<file path="config.mk">
export PLATFORM = sky130hd
export DESIGN_NAME = modular_exponentiation_core
export DESIGN_NICKNAME = d
export VERILOG_FILES = /design/src/rtl/core/mexp_pkg.sv /design/src/rtl/core/mexp_cell.sv /design/src/rtl/core/modular_exponentiation_core.sv
export SDC_FILE = /design/constraint.sdc
export NUM_CORES = 1
export LEC_CHECK = 0
export BUFFER_PORTS_ARGS = -buffer_cell sky130_fd_sc_hd__buf_2
export CAP_MARGIN = 20
export CELL_PAD_IN_SITES_DETAIL_PLACEMENT = 0
export CELL_PAD_IN_SITES_GLOBAL_PLACEMENT = 1
export CORE_MARGIN = 2
export CORE_UTILIZATION = 44
export CTS_CLUSTER_SIZE = 14
export DETAILED_ROUTE_END_ITERATION = 6
export PLACE_DENSITY = 0.8
export SYNTH_ARGS = -nofsm -noshare
export SYNTH_HDL_FRONTEND = slang
export SYNTH_SLANG_ARGS = --single-unit
</file>
<file path="constraint.sdc">
create_clock -name clk -period 28.4 [get_ports clk]
set_input_delay 1.42 -clock clk [delete_from_list [all_inputs] [get_ports clk]]
set_output_delay 1.42 -clock clk [all_outputs]
set_load 0.005 [all_outputs]
</file>
<file path="src/rtl/core/mexp_pkg.sv">
// Shared types for the modular exponentiation core: cell chain, select and control signals.
package mexp_pkg;

	// Ripple signals passed from one bit cell to the next higher one
	typedef struct packed {
		logic c1;  // carry of the doubling sum
		logic b1;  // borrow of the doubling sum minus modulus
		logic c2;  // carry of the addend sum
		logic b2;  // borrow of the addend sum minus modulus
	} chain_t;

	// Row-wide choice between the raw sum and the sum minus modulus
	typedef struct packed {
		logic s1;  // doubling row takes the reduced value
		logic s2;  // addend row takes the reduced value
	} sel_t;

	// Row-wide register control
	typedef struct packed {
		logic load;  // overwrite the bit with the load value
		logic en;    // take the stepped value
	} ctl_t;

endpackage

</file>
<file path="src/rtl/core/mexp_cell.sv">
// One bit slice of the modular accumulator: double, add, and conditional subtract.
module mexp_cell (
	input  logic             clk,
	input  mexp_pkg::ctl_t   ctl,
	input  logic             ld_bit,
	input  logic             x_bit,
	input  logic             n_bit,
	input  mexp_pkg::chain_t cin,
	output mexp_pkg::chain_t cout,
	input  mexp_pkg::sel_t   sel,
	output logic             q
);

	logic acc_q;
	logic s1, d1, r1, s2, d2, r2;

	// Doubling row (acc + acc, then minus modulus) and addend row
	// (doubled value + addend, then minus modulus)
	always_comb begin
		s1      = acc_q ^ acc_q ^ cin.c1;
		cout.c1 = (acc_q & acc_q) | (cin.c1 & (acc_q ^ acc_q));
		d1      = s1 ^ n_bit ^ cin.b1;
		cout.b1 = (~s1 & n_bit) | (~(s1 ^ n_bit) & cin.b1);
		r1      = sel.s1 ? d1 : s1;
		s2      = r1 ^ x_bit ^ cin.c2;
		cout.c2 = (r1 & x_bit) | (cin.c2 & (r1 ^ x_bit));
		d2      = s2 ^ n_bit ^ cin.b2;
		cout.b2 = (~s2 & n_bit) | (~(s2 ^ n_bit) & cin.b2);
		r2      = sel.s2 ? d2 : s2;
	end

	// Accumulator bit
	always_ff @(posedge clk) begin
		if (ctl.load) begin
			acc_q <= ld_bit;
		end else if (ctl.en) begin
			acc_q <= r2;
		end
	end

	assign q = acc_q;

endmodule

</file>
<file path="src/rtl/core/modular_exponentiation_core.sv">
// Top level of the modular exponentiation core: control sequencer and row of bit cells.
// Computes base ** exponent mod modulus by left-to-right square-and-multiply. Each
// modular product runs through a row of WORD_BITS bit cells that double the
// accumulator and add the multiplicand once per cycle, with ripple carry and borrow
// chains between neighboring cells. The base is first reduced modulo the modulus;
// then per exponent bit a squaring runs and, when the bit is set, a multiply follows.
// One item is in work at a time; a finished residue waits in an output register while
// the next item is accepted. Modulus writes are taken at any time but must only happen
// while idle.
module modular_exponentiation_core #(
	parameter int WORD_BITS = 32
) (
	input  logic        clk,
	input  logic        arst_n,
	input  logic        cfg_valid,
	output logic        cfg_ready,
	input  logic [31:0] cfg_data,
	input  logic        in_valid,
	output logic        in_ready,
	input  logic [31:0] base,
	input  logic [31:0] exponent,
	output logic        out_valid,
	input  logic        out_ready,
	output logic [31:0] residue
);

	localparam int CW = (WORD_BITS > 1) ? $clog2(WORD_BITS) : 1;

	localparam logic [2:0] ST_IDLE  = 3'd0;
	localparam logic [2:0] ST_RED   = 3'd1;
	localparam logic [2:0] ST_INIT  = 3'd2;
	localparam logic [2:0] ST_SQSET = 3'd3;
	localparam logic [2:0] ST_RUN   = 3'd4;
	localparam logic [2:0] ST_AFTER = 3'd5;
	localparam logic [2:0] ST_OUT   = 3'd6;

	logic [2:0]           state_q;
	logic [WORD_BITS-1:0] n_q, bred_q, a_q, m_q, e_q;
	logic [CW-1:0]        cnt_q, ecnt_q;
	logic                 isq_q, red_q;
	logic                 out_valid_q;
	logic [31:0]          res_q;

	logic [WORD_BITS-1:0] acc, ld_vec, x_vec;
	mexp_pkg::chain_t     chain [WORD_BITS+1];
	mexp_pkg::sel_t       sel;
	mexp_pkg::ctl_t       ctl;
	logic                 fin_ok;

	assign cfg_ready = 1'b1;
	assign in_ready  = (state_q == ST_IDLE);
	assign out_valid = out_valid_q;
	assign residue   = res_q;
	assign fin_ok    = !out_valid_q || out_ready;

	// Row-wide reduce selects from the top of the chains
	assign chain[0] = '0;
	assign sel.s1   = chain[WORD_BITS].c1 | ~chain[WORD_BITS].b1;
	assign sel.s2   = chain[WORD_BITS].c2 | ~chain[WORD_BITS].b2;

	// Addend: base bit while reducing, multiplicand when the multiplier bit is set
	always_comb begin
		x_vec = '0;
		if (red_q) begin
			x_vec[0] = m_q[WORD_BITS-1];
		end else if (m_q[WORD_BITS-1]) begin
			x_vec = a_q;
		end
	end

	// Load value and cell control
	always_comb begin
		ld_vec   = '0;
		ctl.load = 1'b0;
		ctl.en   = (state_q == ST_RUN);
		case (state_q)
			ST_IDLE: ctl.load = in_valid;
			ST_INIT: begin
				ctl.load  = 1'b1;
				ld_vec[0] = (n_q != WORD_BITS'(1));
			end
			ST_SQSET: ctl.load = 1'b1;
			ST_AFTER: ctl.load = isq_q && e_q[WORD_BITS-1];
			default: ;
		endcase
	end

	// Row of bit cells
	for (genvar i = 0; i < WORD_BITS; i++) begin : g_cell
		mexp_cell u_cell (
			.clk    (clk),
			.ctl    (ctl),
			.ld_bit (ld_vec[i]),
			.x_bit  (x_vec[i]),
			.n_bit  (n_q[i]),
			.cin    (chain[i]),
			.cout   (chain[i+1]),
			.sel    (sel),
			.q      (acc[i])
		);
	end

	// Modulus register
	always_ff @(posedge clk or negedge arst_n) begin
		if (!arst_n) begin
			n_q <= WORD_BITS'(1);
		end else if (cfg_valid) begin
			n_q <= WORD_BITS'(cfg_data);
		end
	end

	// Output word valid
	always_ff @(posedge clk or negedge arst_n) begin
		if (!arst_n) begin
			out_valid_q <= 1'b0;
		end else if (state_q == ST_OUT && fin_ok) begin
			out_valid_q <= 1'b1;
		end else if (out_ready) begin
			out_valid_q <= 1'b0;
		end
	end

	// Sequencer
	always_ff @(posedge clk or negedge arst_n) begin
		if (!arst_n) begin
			state_q     <= ST_IDLE;
			isq_q       <= 1'b0;
			red_q       <= 1'b0;
			cnt_q       <= '0;
			ecnt_q      <= '0;
		end else begin
			case (state_q)
				ST_IDLE: begin
					if (in_valid) begin
						m_q     <= WORD_BITS'(base);
						e_q     <= WORD_BITS'(exponent);
						red_q   <= 1'b1;
						cnt_q   <= CW'(WORD_BITS - 1);
						state_q <= ST_RUN;
					end
				end
				ST_INIT: begin
					bred_q  <= acc;
					ecnt_q  <= CW'(WORD_BITS - 1);
					state_q <= ST_SQSET;
				end
				ST_SQSET: begin
					a_q     <= acc;
					m_q     <= acc;
					isq_q   <= 1'b1;
					cnt_q   <= CW'(WORD_BITS - 1);
					state_q <= ST_RUN;
				end
				ST_RUN: begin
					m_q   <= m_q << 1;
					cnt_q <= cnt_q - 1'b1;
					if (cnt_q == '0) begin
						if (red_q) begin
							red_q   <= 1'b0;
							state_q <= ST_INIT;
						end else begin
							state_q <= ST_AFTER;
						end
					end
				end
				ST_AFTER: begin
					if (isq_q && e_q[WORD_BITS-1]) begin
						a_q     <= bred_q;
						m_q     <= acc;
						isq_q   <= 1'b0;
						cnt_q   <= CW'(WORD_BITS - 1);
						state_q <= ST_RUN;
					end else begin
						e_q <= e_q << 1;
						if (ecnt_q == '0) begin
							state_q <= ST_OUT;
						end else begin
							ecnt_q  <= ecnt_q - 1'b1;
							state_q <= ST_SQSET;
						end
					end
				end
				ST_OUT: begin
					if (fin_ok) begin
						res_q       <= (n_q == '0) ? 32'd0 : 32'(acc);
						state_q     <= ST_IDLE;
					end
				end
				default: state_q <= ST_IDLE;
			endcase
		end
	end

endmodule

</file>
==> flow_metrics.env, run 1 <==
export IMPL_outcome="finished clean"
export IMPL_irDropWorstVdd_mv=0.0600
export IMPL_async_reset_ff_share_pct=20.0
export IMPL_syn_instance_count=968
export IMPL_cts_sinks=240
export IMPL_r2r_end="g_cell[18].u_cell.q"
export IMPL_antenna_found_initial=0
export IMPL_clk_latency_ps=540
export IMPL_synth_compound_area_share_pct=6.80
export IMPL_insertedDiodeCount=0
export IMPL_num_vias=7814
export IMPL_wl_per_cell_um=18.2
export IMPL_syn_nets=1168
export IMPL_critPathMaxFanout=5
export IMPL_holdPathStages=1
export IMPL_setup_tns_ps=0
export IMPL_port_buffers=134
export IMPL_num_rows=61
export IMPL_grt_overflow=0
export IMPL_startpoint_type="flop"
export IMPL_cpMostUsedCell="fa_1"
export IMPL_fmax_ghz=0.0364
export IMPL_cts_htree_levels=1
export IMPL_hold_start="ecnt_q[0]"
export IMPL_r2r_start="n_q[0]"
export IMPL_synth_area_mm2=0.0125
export IMPL_yosys_top_cells_area="edfxtp_1, fa_1, dfrtp_1"
export IMPL_clk_path_buf_depth=3
export IMPL_yosysSeqAreaShare_pct=53.3
export IMPL_max_stage_delay_ps=580
export IMPL_fin_crit_sh_pct=96.8
export IMPL_cp_top_family="adder cells"
export IMPL_synth_top_family_by_area="adder cells"
export IMPL_drive_gt1_share_pct=28.6
export IMPL_slew_violations=0
export IMPL_tightest_slew_ps=1060
export IMPL_dieArea_mm2=0.0298
export IMPL_grt_pass1_vias=8119
export IMPL_cts_tree="done"
export IMPL_initial_core_util_pct=44.9
export IMPL_setup_viol=0
export IMPL_ys_ff_latch=240
export IMPL_dr_pass1_iters=5
export IMPL_rsz0062_at_grt="false"
export IMPL_p_leak_nw=5.98
export IMPL_avgSynthCellArea_um2=12.9
export IMPL_routed_via_density=5.21
export IMPL_ff2ff_setup_slack_ps=910
export IMPL_hold_class="flop to flop"
export IMPL_yosys_area_top_type_share_pct=38.7
export IMPL_synthSimpleGateAreaFrac_pct=10.3
export IMPL_postRouteAntennaNets=0
export IMPL_die_w_um=173
export IMPL_cp_buffers_inverters=5
export IMPL_yosys_area_share_xor_xnor_pct=0.0701
export IMPL_design_area_mm2=0.0147
export IMPL_chipHeight_um=173
export IMPL_finalNetCount=1300
export IMPL_crit_arrival_ps=27870
export IMPL_cts_buffers=28
export IMPL_core_mm2=0.0279
export IMPL_dpl_worst_slack_ps=307
export IMPL_synth_edf_count=161
export IMPL_synth_cell_type_count=47
export IMPL_drc=0
export IMPL_drt_iter0_drc=474
export IMPL_cts_root_buf="clkbuf_16"
export IMPL_hold_ws_ps=512
export IMPL_max_cap_violations=0
export IMPL_finClkSkew_ps=12.8
export IMPL_place_area_mm2=0.0136
export IMPL_cp_required_ps=28790
export IMPL_end_kind="flop"
export IMPL_synthAdderAreaFrac_pct=15.5
export IMPL_path_clk_slew_ps=60
export IMPL_slew_headroom_pct=29.1
export IMPL_min_period_ps=27490
export IMPL_area_growth_pct=17.6
export IMPL_ys_warn_count=0
export IMPL_min_to="ecnt_q[0]"
export IMPL_hold_violations=0
export IMPL_wl_um=27300
export IMPL_yosys_cell_count_top_type="edfxtp_1"
export IMPL_cts_hold_buf=0
export IMPL_synth_ff_type="edfxtp_1"
export IMPL_synth_mux_area_share_pct=10.6
export IMPL_yosysTopAreaCell="edfxtp_1"
export IMPL_io_pins=136
export IMPL_grt_max_degree=68
export IMPL_synthTopCellsByCount="edfxtp_1, nand2_1, fa_1"
export IMPL_grt_usage_pct=18.4
export IMPL_power_density_mw_per_mm2=121
export IMPL_grt_first_pass_wirelength_um=43900
export IMPL_cp_slowest_cell="fa_1"
export IMPL_critPathKind="flop to flop"
export IMPL_gp_congestion=0.833
export IMPL_fillerInstances=2399
export IMPL_dpl_hpwl_um=17700
export IMPL_worst_slack_ps=913
export IMPL_r2r_cells=74
==> state kept, by name, indices dropped and copies added, names as in the netlist <==
name             cells
g_cell.u_cell.q     32
n_q                 32
ecnt_q               5
residue             32
bred_q              32
a_q                 32
m_q                 32
isq_q                1
state_q              3
cnt_q                5
e_q                 32
out_valid            1
red_q                1
==> per-layer routing <==
layer / GRT usage, % / share of wire, %
met1: 25.8 / 46
met2: 30.1 / 47
met3: 3.10 / 5.3
met4: 4.31 / 1.8
met5: 0 / 0
==> where the power goes <==
part           leakage (nW)  internal (mW)  switching, mW
registers              2.31          0.483         0.0700
clock network         0.461          0.221          0.140
logic                  3.21          0.424          0.433
total                  5.98           1.13          0.643
==> cell type report <==
cell class                 instances  area, um2  area share, %
sequential                       240       6660           45.3
multi-input combinational        625       5520           37.5
timing repair buffer             156        930           6.33
clock buffer                      37        786           5.35
tap                              378        473           3.22
inverter                          49        184           1.25
clock inverter                    15        151           1.03
==> repair_timing <==
action | in CTS | in global routing
hold endpoints to repair | 0 | 0
setup buffers | 0 | 3
gates resized for setup | 0 | 19
setup endpoints to repair | 0 | 32
==> stage by stage <==
step | total power, mW | cells | utilization [%]
after floorplan | 1.15 | 968 | -
final | 1.77 | 1500 | 52.8
after global routing | 1.91 | 1500 | 52.8
after global placement | 1.31 | 1441 | 48.7
after detailed placement | 1.34 | 1441 | 48.7
after CTS | 1.71 | 1493 | 52.1
==> layout by cell type (no fill, tap or decap), drive strengths merged, types with 35 or more instances in the layout <==
cell,n
inv,49
dfrtp,47
nand2,148
nor2b,35
buf,153
o21ai,41
clkbuf,40
mux2,92
edfxtp,161
fa,93
==> worst max path at each step <==
stage                     endpoint  slack, ps  cells past startpoint    from
2_1_floorplan  g_cell[10].u_cell.q        960                     76  n_q[0]
3_3_place_gp   g_cell[18].u_cell.q        480                     73  n_q[0]
3_5_place_dp   g_cell[20].u_cell.q        310                     73  n_q[0]
4_1_cts        g_cell[20].u_cell.q        220                     73  n_q[0]
5_1_grt        g_cell[18].u_cell.q         10                     74  n_q[0]
6_report       g_cell[18].u_cell.q        910                     74  n_q[0]
==> logic make-up (layout without fill, tap and decap cells) <==
logic type      after synthesis  count (layout)
buf+inv                     103             257
mux                         121             121
xor+xnor                      1               1
compound gates              135             135
fa+ha+maj                    99              99
flops                       240             240
simple gates                268             268
other cells                   1               1
(Power assumes the default switching activity.)
==> run 2, diff against run 1 <==
--- a/config.mk
+++ b/config.mk
@@ -5,7 +5,7 @@
 export SDC_FILE = /design/constraint.sdc
 export NUM_CORES = 1
 export LEC_CHECK = 0
-export BUFFER_PORTS_ARGS = -buffer_cell sky130_fd_sc_hd__buf_2
+export BUFFER_PORTS_ARGS = -buffer_cell sky130_fd_sc_hd__clkbuf_2
 export CAP_MARGIN = 20
 export CELL_PAD_IN_SITES_DETAIL_PLACEMENT = 0
 export CELL_PAD_IN_SITES_GLOBAL_PLACEMENT = 1
@@ -14,6 +14,7 @@
 export CTS_CLUSTER_SIZE = 14
 export DETAILED_ROUTE_END_ITERATION = 6
 export PLACE_DENSITY = 0.8
+export SETUP_SLACK_MARGIN = 0.1
 export SYNTH_ARGS = -nofsm -noshare
 export SYNTH_HDL_FRONTEND = slang
 export SYNTH_SLANG_ARGS = --single-unit
==> flow_metrics.env, run 2 (synthesis gave the netlist of run 1 again) <==
export IMPL_outcome="finished clean"
export IMPL_setup_viol=0
export IMPL_insertedDiodeCount=0
export IMPL_tightest_slew_ps=1000
export IMPL_setup_tns_ps=0
export IMPL_die_w_um=173
export IMPL_cp_required_ps=28790
export IMPL_cts_htree_levels=1
export IMPL_clk_latency_ps=550
export IMPL_num_vias=7848
export IMPL_wl_per_cell_um=18.2
export IMPL_core_mm2=0.0279
export IMPL_worst_slack_ps=1030
export IMPL_stdcell_count=1498
export IMPL_grt_usage_pct=18.4
export IMPL_path_clk_slew_ps=60
export IMPL_num_rows=61
export IMPL_end_kind="flop"
export IMPL_dieArea_mm2=0.0298
export IMPL_crit_arrival_ps=27760
export IMPL_cts_sinks=240
export IMPL_holdPathStages=1
export IMPL_layout_common_cells="edfxtp_1, nand2_1, clkbuf_2"
export IMPL_place_area_mm2=0.0136
export IMPL_slew_violations=0
export IMPL_wl_um=27200
export IMPL_hold_violations=0
export IMPL_hold_ws_ps=513
export IMPL_max_cap_violations=0
export IMPL_io_pins=136
export IMPL_finClkSkew_ps=16.7
export IMPL_layout_commonest_cell="edfxtp_1"
export IMPL_initial_core_util_pct=44.9
export IMPL_final_util_pct=52.6
export IMPL_port_buffers=134
export IMPL_dr_pass1_iters=5
export IMPL_dpl_worst_slack_ps=270
export IMPL_cpMostUsedCell="fa_1"
export IMPL_postRouteAntennaNets=0
export IMPL_grt_overflow=0
export IMPL_max_stage_delay_ps=590
export IMPL_r2r_cells=74
export IMPL_power_density_mw_per_mm2=119
export IMPL_min_period_ps=27370
export IMPL_rsz0062_at_grt="false"
export IMPL_slew_headroom_pct=33.1
export IMPL_critPathMaxFanout=10
export IMPL_dpl_hpwl_um=18000
export IMPL_drt_iter0_drc=484
export IMPL_critPathKind="flop to flop"
export IMPL_gp_congestion=0.833
export IMPL_cts_root_buf="clkbuf_16"
export IMPL_drive_gt1_share_pct=28.3
export IMPL_design_area_mm2=0.0147
export IMPL_irDropWorstVdd_mv=0.0609
export IMPL_total_power_mw=1.74
export IMPL_cp_slowest_cell="dfstp_2"
export IMPL_dp_cells=1442
export IMPL_cp_top_family="adder cells"
export IMPL_hold_class="flop to flop"
export IMPL_clk_path_buf_depth=3
export IMPL_startpoint_type="flop"
export IMPL_fin_crit_sh_pct=96.4
export IMPL_grt_max_degree=68
export IMPL_p_leak_nw=5.99
export IMPL_cp_buffers_inverters=6
export IMPL_chipHeight_um=173
export IMPL_drc=0
export IMPL_routed_via_density=5.24
export IMPL_cts_tree="done"
export IMPL_cts_hold_buf=0
export IMPL_cts_buffers=27
export IMPL_grt_first_pass_wirelength_um=43900
export IMPL_finalNetCount=1299
export IMPL_area_growth_pct=17.3
export IMPL_cp_depth=74
export IMPL_fmax_ghz=0.0365
export IMPL_grt_pass1_vias=8061
export IMPL_antenna_found_initial=0
-- run 2: cell type report --
cell class / count / area (um2)
Fill cell: 2406 / 13200
Sequential cell: 240 / 6660
Multi-Input combinational cell: 625 / 5500
Timing Repair Buffer: 156 / 943
Clock buffer: 30 / 687
Tap cell: 378 / 473
Clock inverter: 20 / 213
Inverter: 49 / 184
-- run 2: layer usage --
metal	GRT usage (%)	up-vias	wire, um
met5	0	-	0
met4	5.31	0	654
met3	3.50	45	1590
met2	29.8	210	12900
met1	25.4	3939	12100
li1	-	3654	-
-- run 2: power breakdown --
group | internal [mW] | switching (mW)
combinational | 0.409 | 0.423
clock | 0.211 | 0.143
sequential | 0.483 | 0.0697
total | 1.10 | 0.636
-- run 2: timing repair --
item	in CTS	in global routing
endpoints found under the setup margin	0	32
resized for setup	0	15
setup buffers	0	3
-- run 2: worst paths after layout --
| kind | slack (ps) | to | startpoint |
|---|---|---|---|
| max | 1030 | g_cell[4].u_cell.q | n_q[0] |
| min | 510 | ecnt_q[0] | ecnt_q[0] |
| max reg2reg | 1030 | g_cell[4].u_cell.q | n_q[0] |
| min reg2reg | 510 | ecnt_q[0] | ecnt_q[0] |
| max in group asynchronous | 26870 | n_q[4] | arst_n |
| min in group asynchronous | 1020 | out_valid | arst_n |
